--- config.mk ---
export PLATFORM = sky130hd
export DESIGN_NAME = neighbor_port_table_aging_unit
export DESIGN_NICKNAME = d
export VERILOG_FILES = /design/src/design/npta_pkg.sv /design/src/design/npta_cell.sv /design/src/design/npta_ctrl.sv /design/src/design/neighbor_port_table_aging_unit.sv
export SDC_FILE = /design/constraint.sdc
export NUM_CORES = 1
export LEC_CHECK = 0
export BUFFER_PORTS_ARGS = -buffer_cell sky130_fd_sc_hd__buf_2
export CAP_MARGIN = 10
export CORE_ASPECT_RATIO = 0.7
export CORE_MARGIN = 3
export CORE_UTILIZATION = 40
export CTS_BUF_LIST = sky130_fd_sc_hd__clkbuf_2 sky130_fd_sc_hd__clkbuf_4 sky130_fd_sc_hd__clkbuf_8
export DETAILED_ROUTE_END_ITERATION = 10
export PLACE_DENSITY = 0.59
export SLEW_MARGIN = 30
export SYNTH_ARGS = -nofsm -noshare
export SYNTH_HDL_FRONTEND = slang
export SYNTH_SLANG_ARGS = --single-unit
--- constraint.sdc ---
create_clock -name clk -period 21.4 [get_ports clk]
set_input_delay 3.21 -clock clk [delete_from_list [all_inputs] [get_ports clk]]
set_output_delay 3.21 -clock clk [all_outputs]
set_load 0.05 [all_outputs]
--- src/design/npta_pkg.sv ---
`timescale 1ns / 1ps
// ----------------------------------------------------------------------------
// npta_pkg
// Shared types, codes and sizes of the neighbor port table with aging.
// ----------------------------------------------------------------------------
package npta_pkg;

  localparam int ENTRY_COUNT = 16;
  localparam int IDX_W       = (ENTRY_COUNT > 1) ? $clog2(ENTRY_COUNT) : 1;
  localparam int LIM_W       = $clog2(ENTRY_COUNT + 1);
  localparam int PORT_W      = 6;
  localparam int CMD_W       = 3;
  localparam int ID_W        = 16;
  localparam int AGE_W       = 16;
  localparam int DLY_W       = 32;
  localparam int TYPE_W      = 8;
  localparam int STATUS_W    = 2;
  localparam int ACT_W       = 7;
  localparam int CFG_IDX_W   = 2;
  localparam int CFG_W       = 16;

  localparam logic [ACT_W-1:0]  ACTIVE_PORTS_RST = ACT_W'(16);
  localparam logic [AGE_W-1:0]  MAX_AGE_RST      = AGE_W'(4);
  localparam logic [TYPE_W-1:0] PONG_TYPE        = TYPE_W'(2);
  localparam logic [AGE_W-1:0]  AGE_MAX          = '1;
  localparam logic [IDX_W-1:0]  LAST_IDX         = IDX_W'(ENTRY_COUNT - 1);

  typedef enum logic [CMD_W-1:0] {
    CMD_TICK        = 3'd0,
    CMD_SWEEP       = 3'd1,
    CMD_REFRESH     = 3'd2,
    CMD_PONG        = 3'd3,
    CMD_LOOKUP_PORT = 3'd4,
    CMD_LOOKUP_ID   = 3'd5
  } cmd_t;

  typedef enum logic [STATUS_W-1:0] {
    STS_OK       = 2'd0,
    STS_INVALID  = 2'd1,
    STS_RANGE    = 2'd2,
    STS_NOT_PONG = 2'd3
  } status_t;

  typedef enum logic [CFG_IDX_W-1:0] {
    CFG_ACTIVE_PORTS = 2'd0,
    CFG_MAX_AGE      = 2'd1
  } cfg_idx_t;

  typedef enum logic [1:0] {
    ST_IDLE,
    ST_RUN,
    ST_DONE
  } state_t;

  typedef struct packed {
    logic             valid;
    logic [AGE_W-1:0] age;
    logic [ID_W-1:0]  nbr;
    logic [DLY_W-1:0] dly;
  } entry_t;

endpackage

--- src/design/npta_cell.sv ---
`timescale 1ns / 1ps
// ----------------------------------------------------------------------------
// npta_cell
// One table entry of the rotating ring; takes its neighbor's entry on a shift.
// ----------------------------------------------------------------------------
module npta_cell (
  input  logic            clk,
  input  logic            rst_n,
  input  logic            shift,
  input  npta_pkg::entry_t d,
  output npta_pkg::entry_t q
);
  import npta_pkg::*;

  logic             valid_r;
  logic [AGE_W-1:0] age_r;
  logic [ID_W-1:0]  nbr_r;
  logic [DLY_W-1:0] dly_r;

  always_ff @(posedge clk) begin
    if (!rst_n) begin
      valid_r <= 1'b0;
      age_r   <= '0;
    end else if (shift) begin
      valid_r <= d.valid;
      age_r   <= d.age;
    end
  end

  // Neighbor id and delay are only read while the entry is valid.
  always_ff @(posedge clk) begin
    if (shift) begin
      nbr_r <= d.nbr;
      dly_r <= d.dly;
    end
  end

  assign q = '{valid: valid_r, age: age_r, nbr: nbr_r, dly: dly_r};

endmodule

--- src/design/npta_ctrl.sv ---
`timescale 1ns / 1ps
// ----------------------------------------------------------------------------
// npta_ctrl
// Command sequencer: walks the ring once per request, updates the entry at
// the head and builds the result stream.
// ----------------------------------------------------------------------------
module npta_ctrl (
  input  logic                         clk,
  input  logic                         rst_n,
  input  logic                         start,
  output logic                         busy,
  input  logic [npta_pkg::CMD_W-1:0]   in_cmd,
  input  logic [npta_pkg::PORT_W-1:0]  in_port,
  input  logic [npta_pkg::ID_W-1:0]    in_search_id,
  input  logic [npta_pkg::TYPE_W-1:0]  in_packet_type,
  input  logic [npta_pkg::ID_W-1:0]    in_from_id,
  input  logic [npta_pkg::DLY_W-1:0]   in_sent_time,
  input  logic [npta_pkg::DLY_W-1:0]   in_now,
  input  logic [npta_pkg::ACT_W-1:0]   active_ports,
  input  logic [npta_pkg::AGE_W-1:0]   max_age,
  input  npta_pkg::entry_t             head,
  output npta_pkg::entry_t             tail,
  output logic                         shift,
  output logic                         out_strobe,
  output logic [npta_pkg::STATUS_W-1:0] out_status,
  output logic                         out_changed,
  output logic [npta_pkg::ID_W-1:0]    out_neighbor_id,
  output logic [npta_pkg::PORT_W-1:0]  out_found_port,
  output logic [npta_pkg::DLY_W-1:0]   out_link_delay,
  output logic                         out_last
);
  import npta_pkg::*;

  state_t            state_r, state_nxt;
  logic [IDX_W-1:0]  idx_r, idx_nxt;
  cmd_t              cmd_r, cmd_nxt;
  logic [PORT_W-1:0] port_r, port_nxt;
  logic              port_ok_r, port_ok_nxt;
  logic [ID_W-1:0]   sid_r, sid_nxt;
  logic [LIM_W-1:0]  lim_r, lim_nxt;

  status_t           fin_status_r, fin_status_nxt;
  logic              fin_changed_r, fin_changed_nxt;
  logic [ID_W-1:0]   fin_nid_r, fin_nid_nxt;
  logic [PORT_W-1:0] fin_fport_r, fin_fport_nxt;
  logic [DLY_W-1:0]  fin_dly_r, fin_dly_nxt;

  logic              pend_r, pend_nxt;
  logic [ID_W-1:0]   pend_id_r, pend_id_nxt;

  logic              out_strobe_r, out_strobe_nxt;
  status_t           out_status_r, out_status_nxt;
  logic              out_changed_r, out_changed_nxt;
  logic [ID_W-1:0]   out_nid_r, out_nid_nxt;
  logic [PORT_W-1:0] out_fport_r, out_fport_nxt;
  logic [DLY_W-1:0]  out_dly_r, out_dly_nxt;
  logic              out_last_r, out_last_nxt;

  logic [LIM_W-1:0]  lim_now;
  logic              accept;
  logic              in_rng;
  logic              match;

  always_comb begin
    if (active_ports >= ACT_W'(ENTRY_COUNT)) lim_now = LIM_W'(ENTRY_COUNT);
    else                                     lim_now = active_ports[LIM_W-1:0];
  end

  assign busy   = (state_r == ST_RUN);
  assign accept = start && !busy && (in_cmd <= CMD_W'(CMD_LOOKUP_ID));
  assign shift  = (state_r == ST_RUN);
  assign in_rng = (ACT_W'(idx_r) < ACT_W'(lim_r));
  assign match  = port_ok_r && (port_r == PORT_W'(idx_r));

  always_comb begin
    state_nxt       = state_r;
    idx_nxt         = idx_r;
    cmd_nxt         = cmd_r;
    port_nxt        = port_r;
    port_ok_nxt     = port_ok_r;
    sid_nxt         = sid_r;
    lim_nxt         = lim_r;
    fin_status_nxt  = fin_status_r;
    fin_changed_nxt = fin_changed_r;
    fin_nid_nxt     = fin_nid_r;
    fin_fport_nxt   = fin_fport_r;
    fin_dly_nxt     = fin_dly_r;
    pend_nxt        = pend_r;
    pend_id_nxt     = pend_id_r;
    out_strobe_nxt  = 1'b0;
    out_status_nxt  = out_status_r;
    out_changed_nxt = out_changed_r;
    out_nid_nxt     = out_nid_r;
    out_fport_nxt   = out_fport_r;
    out_dly_nxt     = out_dly_r;
    out_last_nxt    = out_last_r;
    tail            = head;

    case (state_r)
      ST_RUN: begin
        idx_nxt = idx_r + IDX_W'(1);
        if (idx_r == LAST_IDX) state_nxt = ST_DONE;
        case (cmd_r)
          CMD_TICK: begin
            if (in_rng && head.valid && head.age != AGE_MAX) begin
              tail.age = head.age + AGE_W'(1);
            end
          end
          CMD_SWEEP: begin
            if (in_rng && head.valid && head.age > max_age) begin
              tail.valid = 1'b0;
              // The previous expiry is now known not to be the final one.
              if (pend_r) begin
                out_strobe_nxt  = 1'b1;
                out_status_nxt  = STS_OK;
                out_changed_nxt = 1'b1;
                out_nid_nxt     = pend_id_r;
                out_fport_nxt   = '0;
                out_dly_nxt     = '0;
                out_last_nxt    = 1'b0;
              end
              pend_nxt    = 1'b1;
              pend_id_nxt = head.nbr;
            end
          end
          CMD_REFRESH: begin
            if (match && head.valid) begin
              tail.age       = '0;
              fin_status_nxt = STS_OK;
            end
          end
          CMD_PONG: begin
            if (match && fin_status_r == STS_OK) begin
              fin_changed_nxt = !head.valid || head.dly != fin_dly_r ||
                                head.nbr != fin_nid_r;
              tail.valid = 1'b1;
              tail.age   = '0;
              tail.nbr   = fin_nid_r;
              tail.dly   = fin_dly_r;
            end
          end
          CMD_LOOKUP_PORT: begin
            if (match && head.valid) begin
              fin_status_nxt = STS_OK;
              fin_nid_nxt    = head.nbr;
              fin_dly_nxt    = head.dly;
            end
          end
          CMD_LOOKUP_ID: begin
            if (in_rng && head.valid && head.nbr == sid_r &&
                fin_status_r == STS_INVALID) begin
              fin_status_nxt = STS_OK;
              fin_fport_nxt  = PORT_W'(idx_r);
            end
          end
          default: begin
          end
        endcase
      end
      ST_DONE: begin
        state_nxt       = ST_IDLE;
        out_strobe_nxt  = 1'b1;
        out_last_nxt    = 1'b1;
        out_status_nxt  = fin_status_r;
        out_changed_nxt = fin_changed_r;
        out_nid_nxt     = fin_nid_r;
        out_fport_nxt   = fin_fport_r;
        out_dly_nxt     = fin_dly_r;
        if (cmd_r == CMD_SWEEP && pend_r) begin
          out_changed_nxt = 1'b1;
          out_nid_nxt     = pend_id_r;
        end
      end
      default: begin
      end
    endcase

    if (accept) begin
      state_nxt       = ST_RUN;
      idx_nxt         = '0;
      cmd_nxt         = cmd_t'(in_cmd);
      port_nxt        = in_port;
      port_ok_nxt     = (ACT_W'(in_port) < ACT_W'(lim_now));
      sid_nxt         = in_search_id;
      lim_nxt         = lim_now;
      pend_nxt        = 1'b0;
      fin_status_nxt  = STS_OK;
      fin_changed_nxt = 1'b0;
      fin_nid_nxt     = '0;
      fin_fport_nxt   = '0;
      fin_dly_nxt     = '0;
      case (cmd_t'(in_cmd))
        CMD_REFRESH, CMD_LOOKUP_PORT: begin
          fin_status_nxt = port_ok_nxt ? STS_INVALID : STS_RANGE;
        end
        CMD_PONG: begin
          if (in_packet_type != PONG_TYPE) begin
            fin_status_nxt = STS_NOT_PONG;
          end else if (!port_ok_nxt) begin
            fin_status_nxt = STS_RANGE;
          end else begin
            fin_nid_nxt = in_from_id;
            fin_dly_nxt = in_now - in_sent_time;
          end
        end
        CMD_LOOKUP_ID: begin
          fin_status_nxt = STS_INVALID;
        end
        default: begin
        end
      endcase
    end
  end

  always_ff @(posedge clk) begin
    if (!rst_n) begin
      state_r      <= ST_IDLE;
      idx_r        <= '0;
      pend_r       <= 1'b0;
      out_strobe_r <= 1'b0;
    end else begin
      state_r      <= state_nxt;
      idx_r        <= idx_nxt;
      pend_r       <= pend_nxt;
      out_strobe_r <= out_strobe_nxt;
    end
  end

  always_ff @(posedge clk) begin
    cmd_r         <= cmd_nxt;
    port_r        <= port_nxt;
    port_ok_r     <= port_ok_nxt;
    sid_r         <= sid_nxt;
    lim_r         <= lim_nxt;
    fin_status_r  <= fin_status_nxt;
    fin_changed_r <= fin_changed_nxt;
    fin_nid_r     <= fin_nid_nxt;
    fin_fport_r   <= fin_fport_nxt;
    fin_dly_r     <= fin_dly_nxt;
    pend_id_r     <= pend_id_nxt;
    out_status_r  <= out_status_nxt;
    out_changed_r <= out_changed_nxt;
    out_nid_r     <= out_nid_nxt;
    out_fport_r   <= out_fport_nxt;
    out_dly_r     <= out_dly_nxt;
    out_last_r    <= out_last_nxt;
  end

  assign out_strobe      = out_strobe_r;
  assign out_status      = out_status_r;
  assign out_changed     = out_changed_r;
  assign out_neighbor_id = out_nid_r;
  assign out_found_port  = out_fport_r;
  assign out_link_delay  = out_dly_r;
  assign out_last        = out_last_r;

  // A walk always covers the whole ring before finishing.
  a_run_len: assert property (@(posedge clk) disable iff (!rst_n)
    state_r == ST_RUN && idx_r != LAST_IDX |=> state_r == ST_RUN)
    else $error("ring walk ended early");

  a_run_end: assert property (@(posedge clk) disable iff (!rst_n)
    state_r == ST_RUN && idx_r == LAST_IDX |=> state_r == ST_DONE)
    else $error("ring walk did not finish");

  // Every request closes with exactly one final result.
  a_final: assert property (@(posedge clk) disable iff (!rst_n)
    state_r == ST_DONE |=> out_strobe_r && out_last_r)
    else $error("final result missing");

  // Only a sweep produces results that are not final.
  a_mid: assert property (@(posedge clk) disable iff (!rst_n)
    out_strobe_r && !out_last_r |-> cmd_r == CMD_SWEEP && out_changed_r)
    else $error("unexpected intermediate result");

endmodule

--- src/design/neighbor_port_table_aging_unit.sv ---
`timescale 1ns / 1ps
// ----------------------------------------------------------------------------
// neighbor_port_table_aging_unit
// Per-port neighbor table with aging, held in a rotating ring of entry cells.
// ----------------------------------------------------------------------------
// Every request walks the ring of ENTRY_COUNT cells once, one entry per cycle.
// The final result comes after the walk; expired ids of a sweep come out
// during the walk, and the last of them with the final result. A new request
// is taken in the cycle before the final result. The receiver cannot stall.
// Synchronous active-low reset invalidates all entries, zeroing their ages,
// and loads register defaults.
module neighbor_port_table_aging_unit (
  input  logic                          clk,
  input  logic                          rst_n,
  input  logic                          start,
  output logic                          busy,
  input  logic [npta_pkg::CMD_W-1:0]    in_cmd,
  input  logic [npta_pkg::PORT_W-1:0]   in_port,
  input  logic [npta_pkg::ID_W-1:0]     in_search_id,
  input  logic [npta_pkg::TYPE_W-1:0]   in_packet_type,
  input  logic [npta_pkg::ID_W-1:0]     in_from_id,
  input  logic [npta_pkg::DLY_W-1:0]    in_sent_time,
  input  logic [npta_pkg::DLY_W-1:0]    in_now,
  output logic                          out_strobe,
  output logic [npta_pkg::STATUS_W-1:0] out_status,
  output logic                          out_changed,
  output logic [npta_pkg::ID_W-1:0]     out_neighbor_id,
  output logic [npta_pkg::PORT_W-1:0]   out_found_port,
  output logic [npta_pkg::DLY_W-1:0]    out_link_delay,
  output logic                          out_last,
  input  logic                          cfg_we,
  input  logic [npta_pkg::CFG_IDX_W-1:0] cfg_index,
  input  logic [npta_pkg::CFG_W-1:0]    cfg_wdata
);
  import npta_pkg::*;

  logic [ACT_W-1:0] active_ports_r;
  logic [AGE_W-1:0] max_age_r;
  entry_t           ent [ENTRY_COUNT];
  entry_t           tail;
  logic             shift;

  always_ff @(posedge clk) begin
    if (!rst_n) begin
      active_ports_r <= ACTIVE_PORTS_RST;
      max_age_r      <= MAX_AGE_RST;
    end else if (cfg_we) begin
      case (cfg_idx_t'(cfg_index))
        CFG_ACTIVE_PORTS: active_ports_r <= cfg_wdata[ACT_W-1:0];
        CFG_MAX_AGE:      max_age_r      <= cfg_wdata[AGE_W-1:0];
        default: begin
        end
      endcase
    end
  end

  // The ring moves toward cell 0; the updated head entry re-enters at the top.
  for (genvar k = 0; k < ENTRY_COUNT; k++) begin : g_cell
    entry_t d;
    if (k == ENTRY_COUNT - 1) begin : g_top
      assign d = tail;
    end else begin : g_mid
      assign d = ent[k+1];
    end
    npta_cell u_cell (
      .clk   (clk),
      .rst_n (rst_n),
      .shift (shift),
      .d     (d),
      .q     (ent[k])
    );
  end

  npta_ctrl u_ctrl (
    .clk             (clk),
    .rst_n           (rst_n),
    .start           (start),
    .busy            (busy),
    .in_cmd          (in_cmd),
    .in_port         (in_port),
    .in_search_id    (in_search_id),
    .in_packet_type  (in_packet_type),
    .in_from_id      (in_from_id),
    .in_sent_time    (in_sent_time),
    .in_now          (in_now),
    .active_ports    (active_ports_r),
    .max_age         (max_age_r),
    .head            (ent[0]),
    .tail            (tail),
    .shift           (shift),
    .out_strobe      (out_strobe),
    .out_status      (out_status),
    .out_changed     (out_changed),
    .out_neighbor_id (out_neighbor_id),
    .out_found_port  (out_found_port),
    .out_link_delay  (out_link_delay),
    .out_last        (out_last)
  );

endmodule
# --- Word level (Yosys, flattened, before mapping) ---
# Index checks and enable logic that the tools add are counted.
word_totals:
  register_bits: 1231
  input_bits: 135
  output_inout_bits: 60
  wordCells: 225
classes:
  n_addsub: 3
  n_lt_le_gt_ge: 5
  n_eq_ne: 27
  n_mux: 64
  n_bitwise: 1
  reduce_logical: 37
ops:
  columns: ["operator", "count"]
  rows:
  - ["$mux W32", 10]
  - ["$mux W16", 13]
  - ["$mux W65", 1]
  - ["$pmux W32 S2", 1]
  - ["$mux W48", 1]
  - ["$pmux W16 S3", 1]
  - ["$ne A32 B32 Y1", 1]
  - ["$pmux W16 S2", 1]
  - ["$sub A32 B32 Y32", 1]
  - ["$mux W2", 11]
  - ["$mux W6", 3]
  - ["$add A16 B1 Y16 const B", 1]
  - ["$eq A16 B16 Y1", 1]
  - ["$gt A16 B16 Y1", 1]
  - ["$ne A16 B16 Y1", 1]
  - ["$ne A16 B16 Y1 const B", 1]
  - ["$eq A3 B2 Y1 const B", 4]
  - ["$eq A3 B3 Y1 const B", 4]
  - ["$mux W1", 12]
  - ["$pmux W2 S2", 3]
  - ["$pmux W6 S2", 1]
  - ["$reduce_and A3 Y1", 4]
  - ["$logic_and A1 B1 Y1", 11]
  - ["$ne A2 B2 Y1 const B", 4]
  - ["other kinds (26)", 45]

# --- Depth between registers and ports, before layout ---
depth:
  ltp_word: 8
  mapped_depth: 11
  ltp_nobuf: 11

# --- Hierarchy ---
# A second synthesis with hierarchy kept.
unflattened:
  hier_cells: 2768
  hier_area_um2: 45258.4
by_module_without_submodules:
  columns: ["module", "instances", "cells_each", "area_per_inst_um2", "seq_area_each_um2"]
  rows:
  - ["npta_cell", 16, 103, 2100.8, 1781.7]
  - ["npta_ctrl", 1, 1024, 10724.0, 4854.7]
  - ["neighbor_port_table_aging_unit", 1, 96, 922.1, 460.4]

# --- Worst setup path before layout ---
# No wires, ideal clock.
synth_path:
  path_kind: "reg-to-reg"
  start: "register u_ctrl.state_r[0]"
  end: "register u_ctrl.fin_dly_r[0] (enable)"
  arrival_time_ns: 22.581
  slack_ns: -1.701
  path_stages_with_launch: 6
  path_buffers: 2
  synth_period_minus_slack_ns: 23.101
  cell_sequence: "dfxtp_1 -> ha_1 -> clkbuf_1 -> clkbuf_1 -> nand2_1 -> o21ai_0"
synth_via:
  elab_chain_len: 6
  elab_cells_between_ends: 8
  cone_classes: "eq/ne (1); reduce/logical (7)"
synth_rtl:
  columns: ["element", "line", "source"]
  rows:
  - ["start, declared", "npta_ctrl.sv:34", "state_t state_r, state_nxt;"]
  - ["start signal, assigned", "npta_ctrl.sv:222", "state_r <= state_nxt;"]
  - ["$eq A2 B1 Y1 *", "npta_ctrl.sv:69", "assign busy = (state_r == ST_RUN);"]
  - ["net busy", "neighbor_port_table_aging_unit.sv:16", "output logic busy,"]
  - ["$logic_not A1 Y1", "npta_ctrl.sv:70", "assign accept = start && !busy && (in_cmd <= CMD_W'(CMD_LOOKUP_ID));"]
  - ["$logic_and A1 B1 Y1 (2 in a row)", "npta_ctrl.sv:70", null]
  - ["$reduce_bool A2 Y1 (no source line)", null, null]
  - ["$reduce_and A3 Y1 (no source line) *", null, null]
  - ["end signal, assigned", "npta_ctrl.sv:239", "fin_dly_r <= fin_dly_nxt;"]
  - ["end, declared", "npta_ctrl.sv:46", "logic [DLY_W-1:0] fin_dly_r, fin_dly_nxt;"]
# The timed path passes the listed nets; every way through them passes the cells marked *.
# A chain may end at the register's enable or synchronous reset.

# --- Worst setup path in the final report ---
layout_path:
  start: "register u_ctrl.state_r[1]"
  end: "output port busy"
layout_via:
  elab_chain_len: 1
layout_rtl:
  columns: ["element", "line"]
  rows:
  - ["$eq A2 B1 Y1", "npta_ctrl.sv:69"]
  - ["end, declared", "neighbor_port_table_aging_unit.sv:16"]
# No other way between the ends.

==> flow_summary.ini <==
[clock_tree]
post_cts_buffers = 0
cts_tree = done
clock_latency_ns = 0.86
cts-resized-gates = 0
root_buffer = clkbuf_8
clock_sinks = 1229
cts_buffers = 185
h-tree-depth = 4
clockBufferDepth = 3
path_clk_slew_ns = 0.06
cts_hold_buf = 0

[power_and_ir_drop]
p_clk_share_pct = 39.2
switching_share_pct = 22.7
pwr-share-seq_pct = 55.5
power.internal_mw = 3.83
power.leakage_nw = 17.5
vdd_drop_max_mv = 0.0536
power_frac_comb_pct = 5.3
switchingPower_mw = 1.13
power.density_nw_per_um2 = 97.2

[global_routing]
grt_max_degree = 207
grt_pass1_wl_um = 135000
grt_overflow_total = 0
grt_pass1_vias = 22800
antenna_found_initial = 11
track_usage_pct = 15.3

[layout]
layout.nets = 3227
postLayoutCellArea_um2 = 51000
n_fill_cell = 9378
drive_above_1_share_pct = 19.3
area_growth_pct = 14.7

[setup_path]
crit_fanout = 34
crit_required_ns = 18.19
r2r-start = u_ctrl.state_r[1]
critPathLaunchType = flop
critPathSlowestCell = ha_4
crit_chain = inv_1 -> ha_4 -> buf_2
crit_buf_inv = 2
crit_family = buffers and inverters
cp_slowest_stage_delay_ns = 0.56
endpoint_kind = output port
r2r_slack_ns = 17.16
r2r_cells = 6
timing.rr.end = g_cell[15].u_cell.dly_r[3]
crit_arrival_ns = 2.35
path_class = reg2out

[flow_run]
drv_cap = 0

[sta]
worst_pin_slew_ns = 1.02
hold_violations = 0
max_slew_margin_pct = 31.6
finalClockSkew_ns = 0.0447
setup_viol = 0
setup_tns_ns = 0
finalWorstSetupSlack_ns = 15.84
layout_min_cycle_time_ns = 5.56
rsz0062_at_grt = false
finalCritPeriodShare_pct = 26.0
fmax_ghz = 0.180
finalMaxSlewViolations = 0

[logic_synthesis]
synth_seq_cells = 1229
syn_inst = 2732
yosys_warnings = 0
yosysMostFrequentCell = edfxtp_1
yosysSeqAreaShare_pct = 76.1
synth_top_area_share_pct = 62.2
synthesis.area_um2 = 44400
yosys.area.top_type = edfxtp_1
synth_area_leaders = edfxtp_1 62%, dfxtp_1 14%, mux2i_1 6.1%, nor2b_1 3.7%, ha_1 1.6%
synth_edf_count = 921
synth_commonest_cells = 921 x edfxtp_1, 308 x dfxtp_1, 269 x mux2i_1
ys.flop_type = edfxtp_1
syn_avg_cell_area_um2 = 16.3
synth_cell_types = 83
synth_async_sr_flop_share_pct = 0

[route]
drt_iter0_markers = 1956
wire_per_inst_um = 19.1
drt_pass1_iterations = 5
drt-total-wl_um = 88600
avgViaCountPerCell = 4.91
drc = 0
ant_nets = 0
num_vias = 22700

[floorplanning]
die_w_um = 404
initial_core_util_pct = 40.7
boundaryPins = 195
die_h_um = 285
coreArea_um2 = 109000
die_area_um2 = 115000
floorplan.rows = 101

[min_path]
hold_start = g_cell[15].u_cell.dly_r[5]
hold_path.class = reg2reg
min_path_cells = 0
min_to = g_cell[14].u_cell.dly_r[5]

[place]
io_buffer_count = 192
pre_cts_slack_ns = 15.11
dp_hpwl_um = 55500
placed_cell_area_um2 = 47100
gp_congestion = 0.848

[status]
status = complete, no violations
==> cell type report <==
class / count / area (um^2) / share of cell area [%]
sequential: 1229 / 33800 / 66.4
multi-input combinational: 1317 / 9970 / 19.6
clock buffer: 261 / 3220 / 6.31
tap: 1442 / 1800 / 3.54
timing repair buffer: 215 / 1260 / 2.48
clock inverter: 76 / 566 / 1.11
inverter: 85 / 322 / 0.631
antenna: 2 / 5.00 / 0.00982
==> stage by stage <==
step,power [mW],hold slack [ns],util [%],std cells
finish,4.95,0.382,46.6,4627
detailed placement,3.06,0.405,43.1,4285
floorplan,3.00,0.400,-,2733
global placement,3.05,0.400,43.0,4284
CTS,5.03,0.364,46.5,4622
global route,5.17,0.373,46.6,4626
==> registers in the layout, summed over array words and instances (netlist names), 3 cells and up <==
signal / cells
u_ctrl.port_r: 6
g_cell.u_cell.age_r: 256
g_cell.u_cell.valid_r: 16
u_ctrl.lim_r: 5
u_ctrl.pend_id_r: 16
u_ctrl.sid_r: 16
active_ports_r: 7
u_ctrl.out_link_delay: 32
u_ctrl.out_neighbor_id: 16
u_ctrl.out_found_port: 4
u_ctrl.cmd_r: 3
u_ctrl.idx_r: 4
u_ctrl.fin_nid_r: 16
g_cell.u_cell.nbr_r: 256
u_ctrl.fin_fport_r: 4
u_ctrl.fin_dly_r: 32
max_age_r: 16
g_cell.u_cell.dly_r: 512
==> power groups by stage <==
stage	Combinational [mW]	Clock [mW]	Sequential [mW]
2_1_floorplan	0.174	0	2.83
3_3_place_gp	0.253	0	2.80
3_5_place_dp	0.259	0	2.80
4_1_cts	0.260	2.02	2.75
5_1_grt	0.284	2.13	2.76
6_report	0.261	1.94	2.75
==> worst reg2reg max path, delay by kind of cell, from the launching register on <==
kind                       cells  cell delay, ns
buffers and inverters          5            2.90
DFF                            1            0.34
adders and majority gates      1            0.56
==> layer usage <==
metal,up-vias,track usage (%),part of all wire (%)
li1,10700,-,-
met1,11300,23.0,49
met2,602,21.7,43
met3,138,3.59,5.8
met4,4,4.91,1.9
met5,-,0,0.028
==> placed cells by master, fill, tap and decap left out, types with 12 or more instances in the layout <==
cell type,n
nor2b_1,264
ha_1,56
nor3_1,12
buf_4,12
buf_2,191
clkbuf_4,60
and2_1,42
mux2_2,60
a21oi_1,48
xnor2_1,40
inv_1,83
nor2_1,48
a22o_1,18
clkinv_1,31
clkinv_2,25
a21o_1,19
nand3_1,27
nand4_1,18
a31oi_1,21
mux2i_1,269
nand2_1,103
xor2_1,51
edfxtp_1,921
a21boi_0,18
clkbuf_8,201
dfxtp_1,308
o21ai_0,74
==> cells by family (layout without fill, tap and decap cells) <==
group,after synthesis,count (layout),share of synthesized area [%]
buf+inv,187,637,1.63
mux,329,329,7.58
fa+ha+maj,59,59,1.68
simple gates,573,573,7.27
flops,1229,1229,76.1
xor+xnor,91,91,1.79
other cells,1,4,0.00844
compound gates,263,263,3.93
==> worst max-delay path by stage <==
stage / start / to / slack (ns) / cells after the start
floorplan: u_ctrl.state_r[1] / u_ctrl.fin_dly_r[0] / 6.79 / 6
global placement: in_now[0] / u_ctrl.fin_dly_r[26] / 15.13 / 12
detailed placement: in_now[0] / u_ctrl.fin_dly_r[26] / 15.11 / 12
CTS: u_ctrl.state_r[1] / busy / 15.72 / 3
global route: u_ctrl.state_r[1] / busy / 15.67 / 3
finish: u_ctrl.state_r[1] / busy / 15.84 / 3
No activity file was read; power rests on OpenSTA's default activity.
